--- config.mk ---
export PLATFORM = sky130hd
export DESIGN_NAME = bcd_countdown_timer_keypad
export DESIGN_NICKNAME = d
export VERILOG_FILES = /design/src/rtl/bcdct_pkg.sv /design/src/rtl/bcdct_cell.sv /design/src/rtl/bcdct_ctrl.sv /design/src/rtl/bcdct_skid.sv /design/src/rtl/bcd_countdown_timer_keypad.sv
export SDC_FILE = /design/constraint.sdc
export NUM_CORES = 1
export LEC_CHECK = 0
export ABC_AREA = 1
export BUFFER_PORTS_ARGS = -buffer_cell sky130_fd_sc_hd__buf_2
export CAP_MARGIN = 30
export CORE_ASPECT_RATIO = 0.6
export CORE_MARGIN = 2
export CORE_UTILIZATION = 60
export CTS_CLUSTER_SIZE = 28
export DETAILED_ROUTE_END_ITERATION = 8
export PLACE_DENSITY = 0.87
export SYNTH_ARGS = -nofsm -noshare
export SYNTH_HDL_FRONTEND = slang
export SYNTH_SLANG_ARGS = --single-unit
--- constraint.sdc ---
create_clock -name clk -period 11.6 [get_ports clk]
set_input_delay 2.32 -clock clk [delete_from_list [all_inputs] [get_ports clk]]
set_output_delay 2.32 -clock clk [all_outputs]
set_load 0.01 [all_outputs]
--- src/rtl/bcdct_pkg.sv ---
`default_nettype none
package bcdct_pkg;

	// event kinds
	localparam logic [1:0] FUNC_TICK   = 2'd0;
	localparam logic [1:0] FUNC_KEY    = 2'd1;
	localparam logic [1:0] FUNC_EXPIRY = 2'd2;

	// key codes
	localparam logic [7:0] KEY_PLUS   = 8'h2B;
	localparam logic [7:0] KEY_STAR   = 8'h2A;
	localparam logic [7:0] KEY_EQUALS = 8'h3D;
	localparam logic [7:0] KEY_ZERO   = 8'h30;
	localparam logic [7:0] KEY_NINE   = 8'h39;

	localparam logic [7:0] BCD_59    = 8'h59;
	localparam logic [7:0] BCD_ZERO  = 8'h00;
	localparam logic [7:0] DIGIT_OFS = 8'd48;
	localparam logic [7:0] LOW_MASK  = 8'd15;

	// reset contents of the three digit-pair cells
	localparam logic [7:0] RST_HOURS   = 8'h00;
	localparam logic [7:0] RST_MINUTES = 8'h00;
	localparam logic [7:0] RST_SECONDS = 8'h15;

	typedef struct packed {
		logic [1:0] func;
		logic [7:0] key_code;
	} ev_t;

	typedef struct packed {
		logic [7:0] shown_hours;
		logic [7:0] shown_minutes;
		logic [7:0] shown_seconds;
		logic       is_running;
		logic       is_editing;
		logic       is_repeating;
		logic       tick_enabled;
		logic       arm_alarm;
		logic       cancel_alarm;
		logic       countdown_done;
	} res_t;

	// per-word command to the cell chain, already qualified by accept
	typedef struct packed {
		logic load;
		logic clr_rem;
		logic clr_pre;
		logic shift;
		logic tick;
	} cmd_t;

	// flags after the word, plus this word's pulses
	typedef struct packed {
		logic running;
		logic editing;
		logic repeating;
		logic ticking;
		logic arm;
		logic cancel;
		logic done;
	} stat_t;

endpackage
`default_nettype wire

--- src/rtl/bcdct_cell.sv ---
`default_nettype none
module bcdct_cell #(
	parameter logic [7:0] RST_VAL = 8'h00
) (
	input  wire logic              clk,
	input  wire logic              arst_n,
	input  wire bcdct_pkg::cmd_t   cmd,
	input  wire logic              borrow_in,
	input  wire logic              nz_in,
	input  wire logic [3:0]        digit_in,
	output logic                   borrow_out,
	output logic                   nz_out,
	output logic [3:0]             digit_out,
	output logic [7:0]             rem_d,
	output logic [7:0]             pre_d
);
	import bcdct_pkg::*;

	logic [7:0] rem_q;
	logic [7:0] pre_q;

	// pair read as hi*10+lo, minus one, re-encoded; tens via reciprocal 205/2048
	function automatic logic [7:0] bcd_dec(input logic [7:0] v);
		logic [7:0]  d;
		logic [15:0] p;
		logic [4:0]  tens;
		logic [7:0]  ones;
		d    = 8'({4'd0, v[7:4]} * 8'd10) + (v & LOW_MASK) - 8'd1;
		p    = 16'(d) * 16'd205;
		tens = p[15:11];
		ones = d - 8'({3'd0, tens} * 8'd10);
		return {tens[3:0], ones[3:0]};
	endfunction

	assign borrow_out = borrow_in & (rem_q == BCD_ZERO);
	assign nz_out     = nz_in | (rem_q != BCD_ZERO);
	assign digit_out  = pre_q[7:4];

	always_comb begin
		rem_d = rem_q;
		pre_d = pre_q;
		if (cmd.load)
			rem_d = pre_q;
		if (cmd.clr_rem)
			rem_d = BCD_ZERO;
		if (cmd.tick && borrow_in) begin
			if (rem_q != BCD_ZERO)
				rem_d = bcd_dec(rem_q);
			else if (nz_in)
				rem_d = BCD_59;
		end
		if (cmd.clr_pre)
			pre_d = BCD_ZERO;
		if (cmd.shift)
			pre_d = {pre_q[3:0], digit_in};
	end

	always_ff @(posedge clk or negedge arst_n) begin
		if (!arst_n) begin
			rem_q <= RST_VAL;
			pre_q <= RST_VAL;
		end else begin
			rem_q <= rem_d;
			pre_q <= pre_d;
		end
	end
endmodule
`default_nettype wire

--- src/rtl/bcdct_ctrl.sv ---
`default_nettype none
module bcdct_ctrl (
	input  wire logic             clk,
	input  wire logic             arst_n,
	input  wire logic             accept,
	input  wire bcdct_pkg::ev_t   ev,
	input  wire logic             all_zero,
	output bcdct_pkg::cmd_t       cmd,
	output bcdct_pkg::stat_t      stat
);
	import bcdct_pkg::*;

	logic running_q, editing_q, repeating_q, ticking_q;
	logic tick, expiry, plus, star, equals, digit, zero;

	always_comb begin
		tick   = accept && (ev.func == FUNC_TICK);
		expiry = accept && (ev.func == FUNC_EXPIRY);
		plus   = accept && (ev.func == FUNC_KEY) && (ev.key_code == KEY_PLUS);
		star   = accept && (ev.func == FUNC_KEY) && (ev.key_code == KEY_STAR);
		equals = accept && (ev.func == FUNC_KEY) && (ev.key_code == KEY_EQUALS);
		digit  = accept && (ev.func == FUNC_KEY) &&
			(ev.key_code >= KEY_ZERO) && (ev.key_code <= KEY_NINE);
		zero   = accept && (ev.func == FUNC_KEY) && (ev.key_code == KEY_ZERO);
	end

	always_comb begin
		cmd.load    = ((plus | equals) & ~running_q & editing_q) |
			(zero & ~editing_q & ~running_q) | expiry;
		cmd.clr_rem = expiry & ~repeating_q;
		cmd.clr_pre = equals & ~running_q & ~editing_q;
		cmd.shift   = digit & editing_q;
		cmd.tick    = tick & running_q;
	end

	always_comb begin
		stat.running   = running_q;
		stat.editing   = editing_q;
		stat.repeating = repeating_q ^ star;
		stat.ticking   = ticking_q;
		stat.arm       = (plus & ~running_q) | (expiry & repeating_q);
		stat.cancel    = plus & running_q;
		stat.done      = expiry;
		if (plus) begin
			stat.running = ~running_q;
			stat.ticking = ~running_q;
			if (~running_q)
				stat.editing = 1'b0;
		end
		if (equals && !running_q)
			stat.editing = ~editing_q;
		if (expiry && !repeating_q)
			stat.running = 1'b0;
		// a tick while stopped, or with time held at zero, stops the tick request
		if (tick && (!running_q || all_zero))
			stat.ticking = 1'b0;
	end

	always_ff @(posedge clk or negedge arst_n) begin
		if (!arst_n) begin
			running_q   <= 1'b0;
			editing_q   <= 1'b0;
			repeating_q <= 1'b0;
			ticking_q   <= 1'b0;
		end else begin
			running_q   <= stat.running;
			editing_q   <= stat.editing;
			repeating_q <= stat.repeating;
			ticking_q   <= stat.ticking;
		end
	end
endmodule
`default_nettype wire

--- src/rtl/bcdct_skid.sv ---
`default_nettype none
module bcdct_skid (
	input  wire logic             clk,
	input  wire logic             arst_n,
	input  wire logic             push,
	input  wire bcdct_pkg::res_t  din,
	output logic                  room,
	output logic                  res_valid,
	input  wire logic             res_ready,
	output bcdct_pkg::res_t       res
);
	import bcdct_pkg::*;

	logic out_valid_q, skid_valid_q;
	res_t out_q, skid_q;

	assign room      = ~skid_valid_q;
	assign res_valid = out_valid_q;
	assign res       = out_q;

	always_ff @(posedge clk or negedge arst_n) begin
		if (!arst_n) begin
			out_valid_q  <= 1'b0;
			skid_valid_q <= 1'b0;
		end else if (push) begin
			if (!out_valid_q || res_ready)
				out_valid_q <= 1'b1;
			else
				skid_valid_q <= 1'b1;
		end else if (res_ready) begin
			out_valid_q  <= skid_valid_q;
			skid_valid_q <= 1'b0;
		end
	end

	always_ff @(posedge clk) begin
		if (push) begin
			if (!out_valid_q || res_ready)
				out_q <= din;
			else
				skid_q <= din;
		end else if (res_ready && skid_valid_q) begin
			out_q <= skid_q;
		end
	end
endmodule
`default_nettype wire

--- src/rtl/bcd_countdown_timer_keypad.sv ---
// BCD HH:MM:SS countdown timer, event driven.
// Event channel (ev_valid/ev_ready/ev): one word per event, func selects a
// one-second tick, a key press (key_code in ASCII) or an expiry alarm.
// Result channel (res_valid/res_ready/res): exactly one word per event,
// showing the preset while editing or the remaining time otherwise, the
// mode flags after the event and the arm/cancel/done pulses.
// Each result word is registered: output register, or skid word if held.
// Throughput: one event per cycle while ev_ready is high; all state
// updates in the cycle of acceptance through a row of three digit-pair
// cells (seconds, minutes, hours) that ripple the borrow upward, the
// nonzero-above flag downward and the shifted preset digit upward.
// Stall: results go to an output register backed by one skid word, so an
// event is still taken while one result waits; ev_ready drops only when
// both are full.
// Reset: remaining time and preset 00:00:15, all flags clear, no result
// pending.
`default_nettype none
module bcd_countdown_timer_keypad (
	input  wire logic             clk,
	input  wire logic             arst_n,
	input  wire logic             ev_valid,
	output logic                  ev_ready,
	input  wire bcdct_pkg::ev_t   ev,
	output logic                  res_valid,
	input  wire logic             res_ready,
	output bcdct_pkg::res_t       res
);
	import bcdct_pkg::*;

	logic  accept;
	cmd_t  cmd, cmd_sec;
	stat_t stat;
	res_t  res_d;

	// cell chain links
	logic       bor_s2m, bor_m2h, bor_top;
	logic       nz_h2m, nz_m2s, nz_unused;
	logic [3:0] dig_s2m, dig_m2h, dig_top;
	logic [7:0] rem_h, rem_m, rem_s, pre_h, pre_m, pre_s;

	assign accept = ev_valid & ev_ready;

	bcdct_ctrl u_ctrl (
		.clk      (clk),
		.arst_n   (arst_n),
		.accept   (accept),
		.ev       (ev),
		.all_zero (bor_top),
		.cmd      (cmd),
		.stat     (stat)
	);

	// only the seconds cell clears its remaining value on a non-repeat expiry
	always_comb begin
		cmd_sec = cmd;
	end

	cmd_t cmd_upper;
	always_comb begin
		cmd_upper         = cmd;
		cmd_upper.clr_rem = 1'b0;
	end

	bcdct_cell #(.RST_VAL(RST_SECONDS)) u_sec (
		.clk        (clk),
		.arst_n     (arst_n),
		.cmd        (cmd_sec),
		.borrow_in  (1'b1),
		.nz_in      (nz_m2s),
		.digit_in   (4'((ev.key_code - DIGIT_OFS) & LOW_MASK)),
		.borrow_out (bor_s2m),
		.nz_out     (nz_unused),
		.digit_out  (dig_s2m),
		.rem_d      (rem_s),
		.pre_d      (pre_s)
	);

	bcdct_cell #(.RST_VAL(RST_MINUTES)) u_min (
		.clk        (clk),
		.arst_n     (arst_n),
		.cmd        (cmd_upper),
		.borrow_in  (bor_s2m),
		.nz_in      (nz_h2m),
		.digit_in   (dig_s2m),
		.borrow_out (bor_m2h),
		.nz_out     (nz_m2s),
		.digit_out  (dig_m2h),
		.rem_d      (rem_m),
		.pre_d      (pre_m)
	);

	// top digit of hours drops out on a shift
	bcdct_cell #(.RST_VAL(RST_HOURS)) u_hrs (
		.clk        (clk),
		.arst_n     (arst_n),
		.cmd        (cmd_upper),
		.borrow_in  (bor_m2h),
		.nz_in      (1'b0),
		.digit_in   (dig_m2h),
		.borrow_out (bor_top),
		.nz_out     (nz_h2m),
		.digit_out  (dig_top),
		.rem_d      (rem_h),
		.pre_d      (pre_h)
	);

	always_comb begin
		res_d.shown_hours    = stat.editing ? pre_h : rem_h;
		res_d.shown_minutes  = stat.editing ? pre_m : rem_m;
		res_d.shown_seconds  = stat.editing ? pre_s : rem_s;
		res_d.is_running     = stat.running;
		res_d.is_editing     = stat.editing;
		res_d.is_repeating   = stat.repeating;
		res_d.tick_enabled   = stat.ticking;
		res_d.arm_alarm      = stat.arm;
		res_d.cancel_alarm   = stat.cancel;
		res_d.countdown_done = stat.done;
	end

	bcdct_skid u_skid (
		.clk       (clk),
		.arst_n    (arst_n),
		.push      (accept),
		.din       (res_d),
		.room      (ev_ready),
		.res_valid (res_valid),
		.res_ready (res_ready),
		.res       (res)
	);

	// editing is only entered while stopped, and start leaves it
	a_edit_not_run: assert property (@(posedge clk) disable iff (!arst_n)
		res_valid |-> !(res.is_running && res.is_editing))
		else $error("running and editing both set");

	a_arm_cancel: assert property (@(posedge clk) disable iff (!arst_n)
		res_valid |-> !(res.arm_alarm && res.cancel_alarm))
		else $error("arm and cancel in one word");

	// a taken event always yields a result word on the next cycle
	a_result_follows: assert property (@(posedge clk) disable iff (!arst_n)
		accept |=> res_valid)
		else $error("accepted event produced no result");

	// a pause stops the countdown and the tick request together
	a_cancel_stops: assert property (@(posedge clk) disable iff (!arst_n)
		(res_valid && res.cancel_alarm) |-> (!res.is_running && !res.tick_enabled))
		else $error("cancel with timer still running");

	// hours digit shifted out is discarded; shown here only to keep it tied
	logic unused_ok;
	assign unused_ok = nz_unused ^ (|dig_top);
endmodule
`default_nettype wire
==> impl_metrics.csv <==
group,metric,value,unit
timing,fin_crit_sh,0.606,
routing,num_vias,8624,
floorplanning,io_pins,47,
critical_path,r2r_end,"u_skid.res[18]",
critical_path,critPathSlowestCell,"fa_1",
critical_path,rr_worst_depth,35,
timing,fin_skew,0.0135,ns
critical_path,critPathBufInv,7,
global_routing,grt_first_pass_wirelength,41200,um
floorplanning,die-area,18300,um^2
timing,fin_crit,7.03,ns
clock_tree,htree_levels,4,
critical_path,crit_top_cell,"nand2_1",
layout,layout-drive-gt1-share,0.0970,
floorplanning,core-area,17000,um^2
floorplanning,rows,37,
logic_synthesis,yosysTopAreaCell,"ha_1",
logic_synthesis,synth_top_flop_cell,"edfxtp_1",
critical_path,slowest_delay,0.53,ns
critical_path,cp.required,11.78,ns
logic_synthesis,yosysUniqueCellTypes,53,
layout,antennaDiodeCount,0,
layout,nNetsFinal,1490,
placed_design,place_congestion,0.940,
routing,drc,0,
min_path,hp-class,"reg2reg",
critical_path,worst_setup_path_end_kind,"register",
global_routing,grt_start_max_net_pins,55,
floorplanning,die_height,106,um
routing,antenna_left,0,
logic_synthesis,syn_inst,1226,
clock_tree,clk_latency,0.43,ns
logic_synthesis,synth_fp_nets,1441,
routing,vias_per_cell,5.67,
logic_synthesis,synth-seq-area-share,0.313,
timing,fmax,142,MHz
global_routing,grt_pass1_vias,8264,
placed_design,dp_hpwl,18500,um
critical_path,reg2reg_from,"u_min.rem_q[7]",
min_path,hold_depth,2,
global_routing,antenna_found_initial,0,
routing,finalWirelength,25000,um
critical_path,arrival,7.21,ns
logic_synthesis,synth_edf_count,62,
timing,finalHoldViolations,0,
clock_tree,cts_resized,0,
placed_design,numPortBuffers,46,
logic_synthesis,synth_area_per_cell,8.40,um^2
clock_tree,cts-buffers-inserted,17,
floorplanning,start_util,0.606,
timing,grt_setup_unrepaired,"false",
timing,finalSetupViolCount,0,
critical_path,timing.reg2reg.setup_slack,4.57,ns
logic_synthesis,yosys_warnings,0,
timing,worst_slew_pin_slew,0.883,ns
logic_synthesis,synthTopCellsByArea,"ha_1 21%, edfxtp_1 18%, dfrtp_1 12%, nand2_1 9.7%, inv_1 8.7%",
clock_tree,clk_pin_slew,0.06,ns
routing,drt_first_pass_iters,6,
clock_tree,clock_sinks,116,
routing,wire_per_inst,16.4,um
clock_tree,cts_tree,"yes",
min_path,hp-start,"u_sec.pre_q[5]",
run,maxCapViolCount,0,
clock_tree,cts-hold-fix-buffers,0,
status,status,"finished clean",
logic_synthesis,ys_seq_elements,116,
critical_path,startpoint_type,"register",
critical_path,crit_type,"reg2reg",
layout,multi_input_area,6030,um^2
critical_path,crit_fanout,5,
logic_synthesis,synth-async-reset-ratio,0.466,
global_routing,grt_overflow,0,
routing,drt_iter0_markers,907,
global_routing,track_usage,0.283,
critical_path,crit_family,"adder cells",
min_path,hold_end,"u_min.pre_q[1]",
timing,drv_slew,0,
clock_tree,postCtsSetupBuffers,0,
timing,slew_headroom,0.410,
layout,regArea,3220,um^2
timing,fin_setup_tns,0,ns
logic_synthesis,netlist_area,10300,um^2
logic_synthesis,yosys.area.top_type_share,0.205,
clock_tree,clock_path_buffers,2,
floorplanning,die_width,173,um
clock_tree,cts-root-buf,"clkbuf_16",
layout,fillCellCount,1272,
layout,syn_to_final_growth,9.98,%
-- metrics by stage --
| stage | instances | hold WS, ns | instance area, um^2 | setup slack, ns | utilization |
|---|---|---|---|---|---|
| after floorplan | 1226 | 0.466 | 10300 | 5.47 | - |
| after global placement | 1490 | 0.481 | 10700 | 4.96 | 0.633 |
| after detailed placement | 1490 | 0.483 | 10700 | 4.75 | 0.633 |
| after CTS | 1522 | 0.503 | 11300 | 4.67 | 0.667 |
| after global routing | 1522 | 0.532 | 11300 | 4.20 | 0.667 |
| final | 1522 | 0.516 | 11300 | 4.57 | 0.667 |
-- state kept, by name (all words and copies together) (netlist names) --
| register | flops |
|---|---|
| u_skid.res | 31 |
| u_skid.skid_q | 31 |
| u_hrs.pre_q | 8 |
| u_hrs.rem_q | 8 |
| u_min.pre_q | 8 |
| u_min.rem_q | 8 |
| u_sec.pre_q | 8 |
| u_sec.rem_q | 8 |
| u_ctrl.editing_q | 1 |
| u_ctrl.repeating_q | 1 |
| u_ctrl.running_q | 1 |
| u_ctrl.ticking_q | 1 |
| u_skid.res_valid | 1 |
| u_skid.skid_valid_q | 1 |
-- logic make-up (layout without fill, tap and decap cells) --
family,Yosys count,after routing,synth area share
buffers and inverters,270,332,0.102
adders and majority gates,201,201,0.267
and+or+nand+nor,461,461,0.200
DFF,116,116,0.313
AOI/OAI and AO/OA,129,129,0.0757
xor gates and xnor gates,49,49,0.0424
-- cell usage in the layout (no fill, tap or decap), types with 3 or more instances in the layout --
master	count
nand3_1	80
buf_2	46
and2_1	13
ha_1	169
o31ai_1	3
buf_4	4
nand2_1	267
dfstp_2	6
o21ai_1	27
o211ai_1	18
inv_6	9
inv_2	10
inv_1	238
xor2_1	28
clkbuf_16	17
or2_2	3
nand4_1	16
edfxtp_1	62
fa_1	32
dfrtp_1	48
a21o_1	12
nand3b_1	3
nor2_1	44
a21oi_1	39
nor3_1	16
nor2_2	5
o21ai_0	15
inv_8	3
xnor2_1	20
-- worst max-delay path by stage --
stage | from | endpoint | slack [ns] | depth (start not counted)
after floorplan | u_min.rem_q[7] | u_skid.res[18] | 5.47 | 35
after global placement | u_min.rem_q[7] | u_skid.res[18] | 4.96 | 35
after detailed placement | u_min.rem_q[7] | u_skid.res[18] | 4.75 | 35
after CTS | u_min.rem_q[7] | u_skid.res[18] | 4.67 | 35
after global routing | u_min.rem_q[6] | u_skid.res[18] | 4.20 | 38
final | u_min.rem_q[7] | u_skid.res[18] | 4.57 | 35
-- layout make-up --
class / count / area share
repair buffers: 50 / 0.0230
clock buffers: 17 / 0.0375
flip-flops and latches: 116 / 0.284
multi-input cells: 840 / 0.533
well taps: 234 / 0.0258
inverters: 250 / 0.0830
clock inverters: 15 / 0.0139
-- cells in the mapped netlist (3+ instances only) --
cell / n
o21ai_1: 27
xor2_1: 28
o31ai_1: 3
inv_2: 10
nand3_1: 80
ha_1: 169
buf_2: 9
nor3_1: 16
o21ai_0: 15
dfrtp_1: 48
a21oi_1: 39
a21o_1: 12
nand2_1: 267
nand4_1: 16
xnor2_1: 20
inv_1: 238
edfxtp_1: 62
nor2_1: 46
nor2_2: 3
o211ai_1: 18
or2_2: 3
and2_1: 13
buf_4: 3
clkbuf_1: 4
dfstp_2: 6
nand3b_1: 3
fa_1: 32
-- routing by layer --
layer	wire, um	part of all wire	global-route usage	vias to the layer above
met5	0	0	0	-
met4	417	0.017	0.0690	0
met3	2400	0.096	0.0617	56
met2	10700	0.43	0.428	450
met1	11400	0.46	0.415	4031
li1	-	-	-	4087
-- worst min-delay path, cell delays in order (launching register included) --
cell and delay, ns:
dfrtp_1 0.34, a21oi_1 0.08, inv_1 0.06
Power is left out: the tool's default activity adds up to more than one toggle a clock period on the data nets, which glitch-free logic cannot reach.
